$ cat src/sv/dcrq_pkg.sv
// Types, codes and helpers shared by the display character ring queue.
package dcrq_pkg;

   localparam int QUEUE_DEPTH_DEFAULT = 128;

   localparam logic       CMD_PUSH        = 1'b0;
   localparam logic       CMD_POP         = 1'b1;
   localparam logic [7:0] NUL_BYTE        = 8'h00;
   localparam logic [7:0] HOME_BYTE       = 8'h0c;
   localparam logic [7:0] FIRST_PRINTABLE = 8'h20;

   typedef enum logic [1:0] {
      KIND_NONE  = 2'd0,
      KIND_HOME  = 2'd1,
      KIND_PRINT = 2'd2,
      KIND_CTRL  = 2'd3
   } kind_type;

   typedef struct packed {
      logic       cmd;
      logic [7:0] char_in;
   } req_type;

   typedef struct packed {
      logic       push_taken;
      logic [7:0] char_out;
      kind_type   char_kind;
      logic [7:0] fill_level;
   } rsp_type;

   function automatic kind_type classify(input logic [7:0] c);
      kind_type k;
      if (c == NUL_BYTE) begin
         k = KIND_NONE;
      end else if (c == HOME_BYTE) begin
         k = KIND_HOME;
      end else if (c < FIRST_PRINTABLE) begin
         k = KIND_CTRL;
      end else begin
         k = KIND_PRINT;
      end
      return k;
   endfunction

endpackage

$ cat src/sv/dcrq_store.sv
// Character store: one write port, one read port with registered read data.
module dcrq_store #(
   parameter int QUEUE_DEPTH = dcrq_pkg::QUEUE_DEPTH_DEFAULT,
   localparam int AW = (QUEUE_DEPTH > 1) ? $clog2(QUEUE_DEPTH) : 1
) (
   input  logic          clock,
   input  logic          wr_en,
   input  logic [AW-1:0] wr_addr,
   input  logic [7:0]    wr_data,
   input  logic          rd_en,
   input  logic [AW-1:0] rd_addr,
   output logic [7:0]    rd_data
);

   logic [7:0] mem [QUEUE_DEPTH];
   logic [7:0] rd_data_ff;

   always_ff @(posedge clock) begin
      if (wr_en) begin
         mem[wr_addr] <= wr_data;
      end
   end

   always_ff @(posedge clock) begin
      if (rd_en) begin
         rd_data_ff <= mem[rd_addr];
      end
   end

   assign rd_data = rd_data_ff;

endmodule

$ cat src/sv/display_char_ring_queue.sv
// Top level of the display character ring queue: control, pointers and result beat.
//
//   channel   ports                     direction   handshake
//   request   start, busy, req_data     in          start & !busy
//   result    rsp_strobe, rsp_data      out         rsp_strobe, one cycle
//
// One beat per cycle; each result appears in the cycle after its request beat,
// the pop byte coming from the store's registered read port.
// Synchronous reset clears the read pointer, the count and the strobe;
// store contents are unknown until written. busy stays low; the receiver
// cannot stall, so every result is taken in its strobe cycle.
module display_char_ring_queue #(
   parameter int QUEUE_DEPTH = dcrq_pkg::QUEUE_DEPTH_DEFAULT
) (
   input  logic              clock,
   input  logic              reset,
   input  logic              start,
   output logic              busy,
   input  dcrq_pkg::req_type req_data,
   output logic              rsp_strobe,
   output dcrq_pkg::rsp_type rsp_data
);

   localparam int AW = (QUEUE_DEPTH > 1) ? $clog2(QUEUE_DEPTH) : 1;
   localparam int CW = $clog2(QUEUE_DEPTH + 1);
   localparam int SW = CW + 1;

   logic [AW-1:0] rd_ptr_ff, rd_ptr_in;
   logic [CW-1:0] count_ff, count_in;
   logic          valid_ff;
   logic          is_pop_ff, is_pop_in;
   logic          hit_ff, hit_in;
   logic          taken_ff, taken_in;
   logic [7:0]    fill_ff;

   logic          accept;
   logic          do_push;
   logic          do_pop;
   logic [SW-1:0] tail_sum;
   logic [SW-1:0] tail_wrap;
   logic [AW-1:0] wr_addr;
   logic [7:0]    rd_data;
   logic [7:0]    char_out;

   assign busy   = 1'b0;
   assign accept = start & ~busy;

   assign do_push = accept && (req_data.cmd == dcrq_pkg::CMD_PUSH)
                    && (count_ff < CW'(QUEUE_DEPTH))
                    && (req_data.char_in != dcrq_pkg::NUL_BYTE);
   assign do_pop  = accept && (req_data.cmd == dcrq_pkg::CMD_POP)
                    && (count_ff != '0);

   assign tail_sum  = SW'(rd_ptr_ff) + SW'(count_ff);
   assign tail_wrap = (tail_sum >= SW'(QUEUE_DEPTH)) ? tail_sum - SW'(QUEUE_DEPTH)
                                                     : tail_sum;
   assign wr_addr   = tail_wrap[AW-1:0];

   always_comb begin
      rd_ptr_in = rd_ptr_ff;
      count_in  = count_ff;
      if (do_push) begin
         count_in = count_ff + CW'(1);
      end
      if (do_pop) begin
         count_in  = count_ff - CW'(1);
         rd_ptr_in = (rd_ptr_ff == AW'(QUEUE_DEPTH - 1)) ? '0 : rd_ptr_ff + AW'(1);
      end
      is_pop_in = (req_data.cmd == dcrq_pkg::CMD_POP);
      hit_in    = do_pop;
      taken_in  = do_push;
   end

   always_ff @(posedge clock) begin
      if (reset) begin
         rd_ptr_ff <= '0;
         count_ff  <= '0;
         valid_ff  <= 1'b0;
      end else begin
         rd_ptr_ff <= rd_ptr_in;
         count_ff  <= count_in;
         valid_ff  <= accept;
      end
   end

   always_ff @(posedge clock) begin
      if (accept) begin
         is_pop_ff <= is_pop_in;
         hit_ff    <= hit_in;
         taken_ff  <= taken_in;
         fill_ff   <= 8'(count_in);
      end
   end

   dcrq_store #(
      .QUEUE_DEPTH(QUEUE_DEPTH)
   ) u_store (
      .clock  (clock),
      .wr_en  (do_push),
      .wr_addr(wr_addr),
      .wr_data(req_data.char_in),
      .rd_en  (do_pop),
      .rd_addr(rd_ptr_ff),
      .rd_data(rd_data)
   );

   assign char_out = hit_ff ? rd_data : dcrq_pkg::NUL_BYTE;

   assign rsp_strobe          = valid_ff;
   assign rsp_data.push_taken = taken_ff;
   assign rsp_data.char_out   = char_out;
   assign rsp_data.char_kind  = is_pop_ff ? dcrq_pkg::classify(char_out)
                                          : dcrq_pkg::KIND_NONE;
   assign rsp_data.fill_level = fill_ff;

endmodule
$ cat config.mk
export PLATFORM = sky130hd
export DESIGN_NAME = display_char_ring_queue
export DESIGN_NICKNAME = d
export VERILOG_FILES = /design/src/sv/dcrq_pkg.sv /design/src/sv/dcrq_store.sv /design/src/sv/display_char_ring_queue.sv
export SDC_FILE = /design/constraint.sdc
export NUM_CORES = 1
export LEC_CHECK = 0
export ABC_CLOCK_PERIOD_IN_PS = 3800
export BUFFER_PORTS_ARGS = -buffer_cell sky130_fd_sc_hd__buf_4
export CAP_MARGIN = 20
export CORE_ASPECT_RATIO = 0.5
export CORE_MARGIN = 5
export CORE_UTILIZATION = 55
export CTS_CLUSTER_DIAMETER = 60
export DETAILED_ROUTE_END_ITERATION = 7
export PLACE_DENSITY = 0.72
export SLEW_MARGIN = 20
export SYNTH_ARGS = -nofsm -noshare
export SYNTH_HDL_FRONTEND = slang
export SYNTH_SLANG_ARGS = --single-unit
$ cat constraint.sdc
create_clock -name clock -period 3.8 [get_ports clock]
set_input_delay 0.57 -clock clock [delete_from_list [all_inputs] [get_ports clock]]
set_output_delay 0.57 -clock clock [all_outputs]
set_load 0.005 [all_outputs]
# Yosys cells after proc, flatten, opt, wreduce, memory -nomap -nowiden
# Memories as Yosys holds them, arrays and structs flattened. A register that Yosys moved wholly into a read port is not among the register bits.
# Index checks and enable logic that the tools add are counted.
# word_totals
register_bits,27
ram_bits,1024
inputBits,12
output_inout_bits,21
elab_cells,38
n_memories,1
# mem_list
memory,words,word_bits,rd,rd_clocked_by_memory_dff,wr,line,rtl
u_store.mem,128,8,1,1,1,dcrq_store.sv:15,logic [7:0] mem [QUEUE_DEPTH];
# classes
add_sub_neg,5
order_cmp,3
eq_ne,2
mux,11
n_bitwise,1
reduce_logical,8
# op_table
operator,n
$mux 8,3
$reduce_bool 8->1,2
$mux 7,2
$add 7x8->9,1
$ge 9x8->1 const B,1
$add 8x1->8 const B,1
$eq 8x4->1 const B,1
$logic_not 8->1,1
$lt 8x6->1 const B,1
$lt 8x8->1 const B,1
$sub 8x1->8 const B,1
$add 7x1->7 const B,1
$eq 7x7->1 const B,1
$sub 7x1->7 const B,1
$mux 2,3
$logic_and 1x1->1,5
$mux 1,3
$not 1->1,1

# Depth between registers and ports, before layout
# logic_depth
depth_word,6
depth_mapped,10
ltp_nobuf,8

# Cells and area by module
# From an unflattened synthesis, not the netlist that was laid out.
# hier_totals
cells_unflattened,1798
hier_area_um2,41373.4
# modules_own_cells
module,n_inst,cells_each,area_each_um2,seq_area_each_um2
dcrq_store,1,1635,39745.6,30989.7
display_char_ring_queue,1,163,1627.8,650.6

# Worst setup path after synthesis
# No wires, ideal clock.
# synth_path
kind,reg-to-reg
from,register count_ff[0]
to,memory u_store.mem[10][0] (enable)
setup_time_ns,0.383
arrival_ns,2.847
required_ns,3.417
setup_slack_ns,0.570
path_stages_with_launch,10
n_path_buf,2
synth_period_minus_slack_ns,3.230
path_cell_list,dfxtp_1 ha_1 fa_1 a21oi_1 o21ai_1 a2111o_1 o211a_1 clkbuf_1 buf_1 nor3_1
# synth_via
elab_chain_len,5
# synth_rtl
element,line,rtl
from (decl),display_char_ring_queue.sv:29,"logic [CW-1:0] count_ff, count_in;"
from (signal assigned),display_char_ring_queue.sv:81,count_ff <= count_in;
"parallel branches: the longest is 5 deep, another holds $add 7x8->9",-,
to (decl),dcrq_store.sv:15,
# Several ways; the timed one is not identified.

# Worst setup path in the final report
# layout_path
from,register count_ff[0]
to,memory u_store.mem[61][4] (enable)
# Same word-level chain as after synthesis.

==> flow_summary.toml <==
[place]
place_congestion = 0.985
placedCellCount = 3280
preCtsSetupSlack_ns = 0.00639
detailed_place_hpwl_um = 67100
port_buffers = 31
dpl_cell_area_um2 = 44600

[grt]
grt_pass1_wl_um = 154000
first_global_vias = 22000
antenna_found_initial = 3
groute.usage.overall = 0.258
global_route.overflow_total = 0
grt_max_degree = 116

[cells_and_area]
finish.net_count = 2372
fillers = 5119
design_area_um2 = 47600
drive_gt1_frac = 0.253
layoutNonFillerInstCount = 3441
layout-area-overhead-vs-synth_pct = 12.9

[critical_path]
critical_path.most_common_cell = "sky130_fd_sc_hd__buf_4"
required_ns = 4.14
arrival_time_of_the_worst_setup_path_ns = 4.02
critical_path.top_delay_family = "simple AND/OR/NAND/NOR gates"
worst-path-max-fanout = 8
cpPeakStageDelay_ns = 0.70
timing.critical_path.cells = "ha_1 > fa_1 > a21oi_1 > o21ai_1 > xor2_1 > buf_4 > nand3_1 > nor3_1 > buf_4"
critPathBufInv = 2
end_kind = "flip-flop"
worst_path_max_delay_cell = "sky130_fd_sc_hd__nor3_1"
category_of_the_most_critical_setup_path = "flip-flop to flip-flop"
cp-start-kind = "flip-flop"

[timing]
timing.clock.skew_ns = 0.0134
final_critical_path_setup_slack_ns = 0.124
final_period_minus_worst_setup_slack_ns = 3.68
fmax_ghz = 0.272
worst_pin_slew_ns = 1.16
final-hold-violation-count = 0
timing.final.setup_violations = 0
drv_slew = 0
part_of_the_cycle_the_worst_path_needs = 0.967
setup_total_negative_slack_ns = 0
max_slew_margin = 0.224

[detailed_routing]
vias = 22800
drt_drc_violations_left = 0
drt-total-wl_um = 106000
detail_route.first_pass.iterations = 6
vias_per_cell = 6.63
drt_first_iter_violations = 3625
routed_wire_length_per_instance_um = 30.9
ant_nets = 0

[power_and_ir_drop]
power_report.internal_total_mw = 20.2
finalPower_mw = 27.3
power_switching_share = 0.261
power_density_nw_per_um2 = 574
p_comb_frac = 0.178
power.net_switching_mw = 7.13
cellLeakagePower_nw = 14.7
seq_power_share = 0.486
vdd_drop_max_uv = 451
clkPwrFrac = 0.336

[synthesis]
yosysTopAreaCell = "sky130_fd_sc_hd__edfxtp_1"
synth_cell_area_um2 = 42200
postSynth.asyncResetShare = 0
unique_cell_type_count_in_the_yosys_netlist = 75
synthesis.instances = 2142
ys_dominant_reg_cell = "sky130_fd_sc_hd__edfxtp_1"
synth_nets = 2165
synth_top_area_share = 0.743
synth-warning-count = 0
synth.cells.most_frequent = "1043 x sky130_fd_sc_hd__edfxtp_1, 186 x sky130_fd_sc_hd__mux4_2, 146 x sky130_fd_sc_hd__mux2i_1"
synthTopCellsByArea = "sky130_fd_sc_hd__edfxtp_1 74%, sky130_fd_sc_hd__mux4_2 9.9%, sky130_fd_sc_hd__mux2i_1 3.5%, sky130_fd_sc_hd__nor3_1 1.7%, sky130_fd_sc_hd__a22oi_1 0.85%"
seq_area_frac_synth = 0.751
edff_count_synth = 1043
synth_most_common_cell = "sky130_fd_sc_hd__edfxtp_1"
syn-mean-instance-area_um2 = 19.7
postSynthRegisterBits = 1059

[clock_tree]
tritoncts = "done"
clk-insertion-delay-late_ns = 0.64
cts_buffer_depth = 3
cts_num_sinks = 1059
clock_pin_slew_reported_for_the_worst_setup_and_hold_paths_after_clock_tree_synthesis_ns = 0.07
number_of_buffers_created_by_cts = 89
cts_htree_levels = 3
cts_root_buf = "sky130_fd_sc_hd__clkbuf_16"
postCtsHoldBufs = 0

[floorplanning]
floorplan.die.height_um = 206
num_io_pins = 33
starting_utilization_of_the_core_area = 0.558
core-area_um2 = 75500
die_w_um = 402
die-area_um2 = 82600
core.rowCount = 71

[hold_path]
min-delay-path-class = "input port to flip-flop"

[flow_run]
count_of_max_cap_constraint_violations = 0

[run_status]
outcome = "completed"
[final cells by class]
class | count | area (um^2) | area share
diodes | 1 | 2.50 | 0.0000526
repair buffers | 247 | 1950 | 0.0411
clock buffers | 114 | 2360 | 0.0496
inverters | 14 | 52.6 | 0.00110
flip-flops and latches | 1059 | 31700 | 0.665
well taps | 1022 | 1280 | 0.0269
clock inverters | 46 | 518 | 0.0109
multi-input cells | 938 | 9790 | 0.206
[what timing repair did]
| item | in CTS | in global routing |
|---|---|---|
| setup buffers | 0 | 0 |
| endpoints found under the hold margin | 0 | 0 |
| setup endpoints to repair | 0 | 48 |
| resized for setup | 0 | 6 |
[power groups by stage]
stage	Combinational [mW]	Clock [mW]	Sequential (mW)
final	4.87	9.18	13.3
after global routing	5.12	9.77	13.3
after CTS	4.80	9.23	13.3
after detailed placement	4.77	0	13.5
after global placement	4.73	0	13.5
after floorplan	3.20	0	13.5
[metal layers]
metal  global-route usage  up-vias  share of wire
li1                     -     9324              -
met1                0.372    11700           0.39
met2                0.385     1577           0.44
met3               0.0807      219           0.13
met4               0.0730        4          0.032
met5                    0        -        0.00025
[final timing paths]
check / startpoint / slack [ns] / to / cells past startpoint
setup / recovery: count_ff[0]$_SDFF_PP0_ / 0.12 / u_store.mem[61][4]$_DFFE_PP_ / 9
hold / removal: req_data[8] / 0.14 / is_pop_ff$_DFFE_PP_ / 1
setup reg to reg: count_ff[0]$_SDFF_PP0_ / 0.12 / u_store.mem[61][4]$_DFFE_PP_ / 9
hold reg to reg: count_ff[1]$_SDFF_PP0_ / 0.62 / count_ff[1]$_SDFF_PP0_ / 2
[layout by cell type, fill, tap and decap left out, types with 13 or more instances in the layout]
cell                        count
sky130_fd_sc_hd__edfxtp_1    1043
sky130_fd_sc_hd__buf_4        239
sky130_fd_sc_hd__mux4_2       186
sky130_fd_sc_hd__mux2i_1      146
sky130_fd_sc_hd__nor3_1       123
sky130_fd_sc_hd__clkbuf_16     89
sky130_fd_sc_hd__a22oi_1       48
sky130_fd_sc_hd__nand3_1       47
sky130_fd_sc_hd__nand2_1       38
sky130_fd_sc_hd__a21oi_1       35
sky130_fd_sc_hd__nor2_1        30
sky130_fd_sc_hd__clkbuf_1      21
sky130_fd_sc_hd__nor2b_1       19
sky130_fd_sc_hd__nor3_2        18
sky130_fd_sc_hd__o22ai_1       15
sky130_fd_sc_hd__and2_1        15
sky130_fd_sc_hd__a22o_1        14
sky130_fd_sc_hd__a211oi_1      13
sky130_fd_sc_hd__clkinv_2      13
[kinds of logic (layout without fill, tap and decap cells)]
kind of cell	Yosys count	in the layout	share of synthesized area
other	1	2	0.0000890
flip-flops	1059	1059	0.751
AND/OR/NAND/NOR	344	344	0.0424
buffers and inverters	145	421	0.0196
multiplexers	349	349	0.142
adder cells (fa/ha/maj)	11	11	0.00344
XOR/XNOR	16	16	0.00332
AO/OA/AOI/OAI	217	217	0.0384
[metrics by stage]
stage	utilization	hold slack [ns]
finish	0.631	0.143
global route	0.630	0.117
CTS	0.629	0.102
detailed placement	0.591	0.613
global placement	0.591	0.613
floorplan	-	0.566
[registers in the layout (all words and copies together), names as in the netlist]
signal,cells
count_ff,8
fill_ff,8
hit_ff,1
is_pop_ff,1
rd_ptr_ff,7
rsp_strobe,1
taken_ff,1
u_store.mem,1024
u_store.rd_data,8
Note: power is estimated with default switching activity, not from simulation.
